**config.mk**
```make
export PLATFORM = sky130hd
export DESIGN_NAME = rle8_row_decoder
export DESIGN_NICKNAME = d
export VERILOG_FILES = /design/src/rtl/rle8_pkg.sv /design/src/rtl/rle8_row_decoder.sv
export SDC_FILE = /design/constraint.sdc
export NUM_CORES = 1
export LEC_CHECK = 0
export BUFFER_PORTS_ARGS = -buffer_cell sky130_fd_sc_hd__buf_2
export CAP_MARGIN = 10
export CORE_MARGIN = 5
export CORE_UTILIZATION = 60
export CTS_CLUSTER_DIAMETER = 50
export DETAILED_ROUTE_END_ITERATION = 8
export PLACE_DENSITY = 0.82
export SETUP_SLACK_MARGIN = 0.2
export SLEW_MARGIN = 20
export SYNTH_ARGS = -nofsm -noshare
export SYNTH_HDL_FRONTEND = slang
export SYNTH_SLANG_ARGS = --single-unit
export TNS_END_PERCENT = 30
```
**constraint.sdc**
```tcl
create_clock -name clk -period 5.46 [get_ports clk]
set_input_delay 1.092 -clock clk [delete_from_list [all_inputs] [get_ports clk]]
set_output_delay 1.092 -clock clk [all_outputs]
set_load 0.02 [all_outputs]
```
**src/rtl/rle8_pkg.sv**
```systemverilog
package rle8_pkg;

  localparam logic [15:0] ROW_WIDTH_RESET = 16'd256;
  localparam logic [16:0] BYTES_MAX       = 17'h1FFFF;

  typedef enum logic [1:0] {
    PH_CTRL = 2'd0,
    PH_LIT  = 2'd1,
    PH_REP  = 2'd2
  } phase_t;

  typedef enum logic [1:0] {
    ST_COMPLETE = 2'd0,
    ST_SHORT    = 2'd1,
    ST_OVERRUN  = 2'd2
  } row_status_t;

  typedef struct packed {
    logic [7:0] data_byte;
    logic       stream_end;
  } in_item_t;

  typedef struct packed {
    logic [7:0]  pixel_value;
    logic [6:0]  pixel_count;
    logic        row_end;
    logic [1:0]  row_status;
    logic [16:0] row_bytes;
  } out_item_t;

endpackage

```
**src/rtl/rle8_row_decoder.sv**
```systemverilog
// Channel  | Direction | Ports                          | Moves
// ---------+-----------+--------------------------------+------------------------------
// in       | input     | in_valid, in_ready, in_data    | one compressed byte or end
// out      | output    | out_valid, out_ready, out_data | one run descriptor / row end
// cfg      | input     | cfg_valid, cfg_ready, cfg_data | row width write
//
// One request per cycle unless the output stalls: each byte is decoded in the cycle
// it is accepted and any result lands in the output register, so throughput is one
// byte per clock. out_valid rises in the cycle after a byte that yields a result.
// in_ready drops only while the output register holds a result that is not taken.
// Synchronous active-low reset: row width 256, decoder waits for a control byte.
module rle8_row_decoder (
  input  logic                clk,
  input  logic                rst_n,
  input  logic                in_valid,
  output logic                in_ready,
  input  rle8_pkg::in_item_t  in_data,
  output logic                out_valid,
  input  logic                out_ready,
  output rle8_pkg::out_item_t out_data,
  input  logic                cfg_valid,
  output logic                cfg_ready,
  input  logic [15:0]         cfg_data
);
  import rle8_pkg::*;

  phase_t      phase_r, phase_nxt;
  logic [6:0]  packet_left_r, packet_left_nxt;
  logic [15:0] pixels_left_r, pixels_left_nxt;
  logic        overrun_seen_r, overrun_seen_nxt;
  logic [16:0] byte_count_r, byte_count_nxt;
  logic [15:0] row_width_r, row_width_nxt;
  logic        out_valid_r, out_valid_nxt;
  out_item_t   out_data_r, out_data_nxt;

  logic        in_fire, cfg_fire;
  logic        res_fire, row_restart;
  logic [16:0] byte_inc;
  logic [15:0] pl_dec;
  logic [6:0]  pk_dec;
  logic [15:0] rep_cnt;
  logic        lit_ov;

  assign in_ready  = !out_valid_r || out_ready;
  assign in_fire   = in_valid && in_ready;
  assign cfg_ready = 1'b1;
  assign cfg_fire  = cfg_valid;
  assign out_valid = out_valid_r;
  assign out_data  = out_data_r;

  assign byte_inc = (byte_count_r == BYTES_MAX) ? byte_count_r : byte_count_r + 17'd1;
  assign pl_dec   = pixels_left_r - 16'd1;
  assign pk_dec   = (packet_left_r == 7'd0) ? 7'd0 : packet_left_r - 7'd1;
  assign rep_cnt  = {9'd0, packet_left_r};
  assign lit_ov   = (pixels_left_r == 16'd0);

  always_comb begin
    phase_nxt        = phase_r;
    packet_left_nxt  = packet_left_r;
    pixels_left_nxt  = pixels_left_r;
    overrun_seen_nxt = overrun_seen_r;
    byte_count_nxt   = byte_count_r;
    row_width_nxt    = row_width_r;
    res_fire         = 1'b0;
    row_restart      = 1'b0;
    out_data_nxt     = '0;

    if (in_fire) begin
      if (in_data.stream_end) begin
        res_fire               = 1'b1;
        row_restart            = 1'b1;
        out_data_nxt.row_end    = 1'b1;
        out_data_nxt.row_status = ST_SHORT;
        out_data_nxt.row_bytes  = byte_count_r;
      end else begin
        byte_count_nxt = byte_inc;
        unique case (phase_r)
          PH_LIT: begin
            res_fire                 = 1'b1;
            out_data_nxt.pixel_value = in_data.data_byte;
            out_data_nxt.pixel_count = 7'd1;
            pixels_left_nxt          = lit_ov ? 16'd0 : pl_dec;
            overrun_seen_nxt         = overrun_seen_r | lit_ov;
            packet_left_nxt          = pk_dec;
            if (pk_dec == 7'd0) begin
              if (pixels_left_nxt == 16'd0) begin
                row_restart             = 1'b1;
                out_data_nxt.row_end    = 1'b1;
                out_data_nxt.row_status = overrun_seen_nxt ? ST_OVERRUN : ST_COMPLETE;
                out_data_nxt.row_bytes  = byte_inc;
              end else begin
                phase_nxt = PH_CTRL;
              end
            end
          end
          PH_REP: begin
            res_fire                 = 1'b1;
            out_data_nxt.pixel_value = in_data.data_byte;
            out_data_nxt.pixel_count = packet_left_r;
            if (rep_cnt > pixels_left_r) begin
              overrun_seen_nxt = 1'b1;
              pixels_left_nxt  = 16'd0;
            end else begin
              pixels_left_nxt  = pixels_left_r - rep_cnt;
            end
            packet_left_nxt = 7'd0;
            phase_nxt       = PH_CTRL;
            if (pixels_left_nxt == 16'd0) begin
              row_restart             = 1'b1;
              out_data_nxt.row_end    = 1'b1;
              out_data_nxt.row_status = overrun_seen_nxt ? ST_OVERRUN : ST_COMPLETE;
              out_data_nxt.row_bytes  = byte_inc;
            end
          end
          default: begin
            // control byte; a zero count closes the row short
            if (in_data.data_byte[6:0] == 7'd0) begin
              res_fire                = 1'b1;
              row_restart             = 1'b1;
              out_data_nxt.row_end    = 1'b1;
              out_data_nxt.row_status = ST_SHORT;
              out_data_nxt.row_bytes  = byte_inc;
            end else begin
              packet_left_nxt = in_data.data_byte[6:0];
              phase_nxt       = in_data.data_byte[7] ? PH_LIT : PH_REP;
            end
          end
        endcase
      end
    end

    if (row_restart) begin
      phase_nxt        = PH_CTRL;
      packet_left_nxt  = 7'd0;
      pixels_left_nxt  = row_width_r;
      overrun_seen_nxt = 1'b0;
      byte_count_nxt   = 17'd0;
    end

    // width write before the row has consumed a byte also retargets the row
    if (cfg_fire) begin
      row_width_nxt = cfg_data;
      if (phase_r == PH_CTRL && byte_count_r == 17'd0) begin
        pixels_left_nxt = cfg_data;
      end
    end
  end

  always_comb begin
    if (res_fire) begin
      out_valid_nxt = 1'b1;
    end else if (out_ready) begin
      out_valid_nxt = 1'b0;
    end else begin
      out_valid_nxt = out_valid_r;
    end
  end

  always_ff @(posedge clk) begin
    if (!rst_n) begin
      phase_r        <= PH_CTRL;
      packet_left_r  <= 7'd0;
      pixels_left_r  <= ROW_WIDTH_RESET;
      overrun_seen_r <= 1'b0;
      byte_count_r   <= 17'd0;
      row_width_r    <= ROW_WIDTH_RESET;
      out_valid_r    <= 1'b0;
    end else begin
      phase_r        <= phase_nxt;
      packet_left_r  <= packet_left_nxt;
      pixels_left_r  <= pixels_left_nxt;
      overrun_seen_r <= overrun_seen_nxt;
      byte_count_r   <= byte_count_nxt;
      row_width_r    <= row_width_nxt;
      out_valid_r    <= out_valid_nxt;
    end
  end

  always_ff @(posedge clk) begin
    if (res_fire) begin
      out_data_r <= out_data_nxt;
    end
  end

endmodule

```
---- After elaboration in Yosys (flattened, before gate mapping) ----
Index checks and enable logic that the tools add are counted.
cells by class
  multiplexer cells ....................... 46
  $add $sub $neg .......................... 4
  $lt $le $gt $ge ......................... 1
  bitwise gates (word level) .............. 4
  equal/unequal tests ..................... 6
  reductions and logical operators ........ 21
operators by type and width
  cell                                                count
  2-to-1 mux 16 bit                                   10
  2-to-1 mux 20 bit                                   5
  logical NOT 16 bit                                  3
  case mux 20 bit (2 select lines)                    1
  case mux 16 bit (2 select lines)                    1
  case mux 15 bit (2 select lines)                    1
  logical NOT 7 bit                                   3
  adder 17 x 1 -> 17 bit, second input constant       1
  == test 17 bit, second input constant               1
  logical NOT 17 bit                                  1
  2-to-1 mux 17 bit                                   1
  > comparator 7 x 16 -> 1 bit                        1
  subtractor 16 x 1 -> 16 bit, second input constant  1
  subtractor 16 x 7 -> 16 bit                         1
  2-to-1 mux 1 bit                                    15
  2-to-1 mux 7 bit                                    2
  case mux 7 bit (2 select lines)                     1
  2-to-1 mux 2 bit                                    6
  subtractor 7 x 1 -> 7 bit, second input constant    1
  AND reduction 3 bit                                 2
  OR reduction 2 bit                                  3
  AND reduction 5 bit                                 1
  != test 2 bit, second input constant                2
  case mux 1 bit (2 select lines)                     2
  other kinds (12)                                    16
word-level totals
  input bits .............................. 30
  logic and storage cells ................. 95
  output and inout port bits .............. 38
  flip-flop bits (word level) ............. 95

---- Longest topological paths before layout ----
  depth after elaboration ................. 13
  depth in mapped cells ................... 14

---- Least setup slack after synthesis ----
Ideal clock, no wire load.
  kind .................................... input to register
  from .................................... input port in_data[2] (netlist name)
  to ...................................... register byte_count_r[0]
  setup time .............................. 0.128 ns
  path slack .............................. 1.633 ns
  data required time ...................... 5.332 ns
  stages on the path ...................... 9
  data arrival time ....................... 3.700 ns
  cell sequence ........................... or4_1 nor4_1 or2_2 o21ai_0 inv_1 o31ai_4 nand2_1 clkbuf_1 nor2_1
between the ends
  cells in the longest elaborated chain, start to end .. 6
ends and longest elaborated chain
  element                          RTL line                 RTL
  start, declared                  rle8_row_decoder.sv:17   input rle8_pkg::in_item_t in_data,
  logical NOT 7 bit                rle8_row_decoder.sv:117  if (in_data.data_byte[6:0] == 7'd0) begin
  2-to-1 mux 1 bit                 rle8_row_decoder.sv:117
  case mux 1 bit (2 select lines)  rle8_row_decoder.sv:77   unique case (phase_r)
  2-to-1 mux 1 bit                 rle8_row_decoder.sv:69   if (in_data.stream_end) begin
  2-to-1 mux 1 bit                 rle8_row_decoder.sv:68   if (in_fire) begin
  OR reduction 2 bit (no line)     --
  end signal, assigned             rle8_row_decoder.sv:173  byte_count_r <= byte_count_nxt;
  end, declared                    rle8_row_decoder.sv:31   logic [16:0] byte_count_r, byte_count_nxt;
No other way between the ends.
A chain may end at the register's enable or synchronous reset.

---- Worst setup path after layout ----
  from .................................... register pixels_left_r[0]
  to ...................................... register packet_left_r[6]
between the ends
  cells in the longest elaborated chain, start to end .. 11
  elaborated cells on any way between the ends .. 18
  those cells by class .................... add/sub: 2; order compare: 1; mux: 11; reduce/logical: 4
ends and longest elaborated chain
  element                                                                      RTL line                                          RTL
  start, declared                                                              rle8_row_decoder.sv:29                            logic [15:0] pixels_left_r, pixels_left_nxt;
  start signal, assigned                                                       rle8_row_decoder.sv:171                           pixels_left_r <= pixels_left_nxt;
  subtractor 16 x 7 -> 16 bit or > comparator 7 x 16 -> 1 bit (tied branches)  rle8_row_decoder.sv:104, rle8_row_decoder.sv:100
  2-to-1 mux 16 bit                                                            rle8_row_decoder.sv:100                           if (rep_cnt > pixels_left_r) begin
  2-to-1 mux 16 bit                                                            rle8_row_decoder.sv:77
  2-to-1 mux 16 bit                                                            rle8_row_decoder.sv:69
  2-to-1 mux 16 bit                                                            rle8_row_decoder.sv:68
  logical NOT 16 bit                                                           rle8_row_decoder.sv:108                           if (pixels_left_nxt == 16'd0) begin
  2-to-1 mux 1 bit                                                             rle8_row_decoder.sv:108
  case mux 1 bit (2 select lines) (*)                                          rle8_row_decoder.sv:77
  2-to-1 mux 1 bit (*)                                                         rle8_row_decoder.sv:69
  2-to-1 mux 1 bit (*)                                                         rle8_row_decoder.sv:68
  OR reduction 2 bit (no line) (*)                                             --
  end signal, assigned                                                         rle8_row_decoder.sv:170                           packet_left_r <= packet_left_nxt;
  end, declared                                                                rle8_row_decoder.sv:28                            logic [6:0] packet_left_r, packet_left_nxt;
Mark *: on every way between the ends. The rest lies on a longest branch, timed or not. The select of a mux whose other input is x is not followed.

==> out/metrics.csv <==
metric;value;unit
outcome;complete, no violations;
Rows;36;
layout cell share with drive strength beyond 1;12.98;%
Min-Delay Startpoint;row_width_r[8];
Seq/Total Area, Yosys;36.86;%
Yosys top cell area share;19.66;%
gp weighted congestion;0.9449;
Clock Sinks;95;
crit-path max FO;30;
CTS tree;yes;
vias per cell;6.326;
RSZ-0062 raised after global routing;false;
critical path class;register to register;
worst setup margin;1.138;ns
Initial Utilization;61.94;%
Via Count;5814;
Max VDD drop;0.0001667;V
endpoints failing setup;0;
ranking of synthesized cells by area;dfxtp_1 (20%), edfxtp_1 (17%), nor2_1 (6.6%);
Die Wd;110.9;µm
most frequent cells in the layout;nor2_1 (107), nand2_1 (67), buf_2 (66);
CORE AREA;9864;µm²
number of distinct library cells after synthesis;71;
Tightest Pin Transition;0.9230;ns
hold slack;0.4759;ns
RR Startpoint;pixels_left_r[0];
crit path time final;4.322;ns
setup_tns;0;ns
Post-synth ARST share;0;%
PwrDens;259.6;nW/µm²
R2R setup slack;1.14;ns
synthesized area;6110;µm²
fmax;0.2314;GHz
initial antenna violation count;0;
pre-CTS WS;1.188;ns
clock skew;0.01307;ns
final non-filler cell total;919;
Worst Hold Class;register to register;
PortBufs;66;
CP startpoint kind;register;
worst-skew pair later-pin latency;0.37;ns
WP data required;5.73;ns
Hold Path Depth;2;
DRC;0;
die area;12300;µm²
Max Cap Violations;0;
1st-pass router iterations;5;
crit path capture type;register;
Slew Limit Fails;0;
post-layout net count;828;
initial drt markers;452;
syn avg cell area;8.157;µm²
syn_nets;796;
largest net degree at the start of global routing;36;
commonest non-fill, non-tap cell in the layout;nor2_1;
first-pass GRT wire length;27.14;mm
Lkg Pwr;0.002400;µW
Post-Syn Instances;749;
Slew HR;36.88;%
Post-synth EDFFs;35;
placed cell area;6416;µm²
PostCTS Resize Cnt;0;
Antenna Nets Post-Route;0;
Synth area leader;dfxtp_1;
per-cell routed wire length;17.69;µm
r2r endpoint;packet_left_r[6];
Cells after DPL;903;
Post-CTS Setup Repair Bufs;0;
Clock transition at path regs;0.09;ns
vias in the first global route;5595;
P&R area growth vs syn;8.212;%
gr usage total;26.40;%
Post-synth top flop;dfxtp_1;
Synth Register Bits;95;
Clock Tree Buf Depth;2;
aggregate global routing overflow;0;
ant diodes;0;
Die Y;110.9;µm
Fin. Hold Viols;0;
clock root buffer;clkbuf_8;
worst-case reg-to-reg path depth;13;
num ports;68;
CTS H-Tree Depth;3;
Final Instance Area;6611;µm²
TritonCTS Buffers;9;
Crit path arrival time;4.59;ns
synth warn;0;
Hold EP;row_width_r[8];
cts hold-fix bufs;0;
final period utilization;79.16;%
post-DP HPWL;11.70;mm
drt total wl;16.26;mm
cells by family (layout without fill, tap and decap cells):
group | Yosys count | count (layout) | synth area share (%)
DFF | 95 | 95 | 36.86
xor gates and xnor gates | 24 | 24 | 3.440
adders and majority gates | 17 | 17 | 3.604
buffers and inverters | 80 | 117 | 5.509
other | 1 | 1 | 0.06138
muxes | 24 | 24 | 3.952
and+or+nand+nor | 322 | 322 | 26.15
AOI/OAI and AO/OA | 186 | 186 | 20.42
worst max-delay path, cell delays in order, from the launching register on:
cell and delay, ns:
dfxtp_1 0.45, inv_1 0.14, ha_1 0.22, fa_1 0.39
nand2b_1 0.20, a211oi_1 0.53, nor3b_2 0.21, nor3_1 0.19
and4bb_1 0.26, o21a_4 0.16, o31ai_4 0.17, buf_4 0.33
nand2_1 0.61, a211oi_1 0.37
report_power, final:
part           internal (µW)  switching [µW]  total [µW]
clock                    215             258         473
combinational            151             279         430
sequential               769            44.4         813
total                   1130             582        1720
cells in the mapped netlist, types with 5 or more instances:
cell	instances
a21oi_1	52
a21o_1	10
and2_1	8
nor4_1	16
edfxtp_1	35
nand2_1	67
o21bai_1	5
buf_4	6
o21ai_0	44
a211oi_1	8
xor2_1	5
nor3_1	21
o22ai_1	9
o221ai_1	15
nand3_1	30
and3_1	5
mux2i_1	23
nand2b_1	9
a31oi_1	5
ha_1	16
dfxtp_1	60
nor2_1	107
inv_1	29
a32o_1	6
or3_1	12
clkbuf_1	37
nand4_1	9
xnor2_1	19
metal layers:
layer  global-route usage [%]  share of wire, %  up-vias
li1                         -                 -     2785
met1                    32.04                40     2724
met2                    45.35                50      252
met3                    4.967               6.4       53
met4                    11.90               3.5        0
met5                        0                 0        -
registers in the layout, indices dropped and copies added (netlist names):
signal	count
out_data	35
byte_count_r	17
pixels_left_r	16
row_width_r	16
packet_left_r	7
phase_r	2
out_valid	1
overrun_seen_r	1
area by class of cell:
cell class | count | area [µm²]
Sequential cell | 95 | 2252
Inverter | 31 | 116.4
Multi-Input combinational cell | 574 | 3521
Clock buffer | 10 | 127.6
Timing Repair Buffer | 70 | 360.3
Tap cell | 133 | 166.4
Fill cell | 826 | 3253
Clock inverter | 6 | 67.56
through the flow:
step | total power [µW] | util [%]
4_1_cts | 1712 | 67.02
2_1_floorplan | 1136 | -
5_1_grt | 1804 | 67.02
6_report | 1716 | 67.02
3_5_place_dp | 1247 | 65.04
3_3_place_gp | 1238 | 65.04
how the worst max path moves through the flow:
stage | start | end | cells after the start
floorplan | in_data[2] | byte_count_r[0] | 9
global placement | pixels_left_r[0] | packet_left_r[6] | 13
detailed placement | pixels_left_r[0] | packet_left_r[6] | 13
CTS | pixels_left_r[0] | packet_left_r[6] | 13
global route | pixels_left_r[0] | packet_left_r[6] | 12
finish | pixels_left_r[0] | packet_left_r[6] | 13
(Power assumes the default switching activity.)
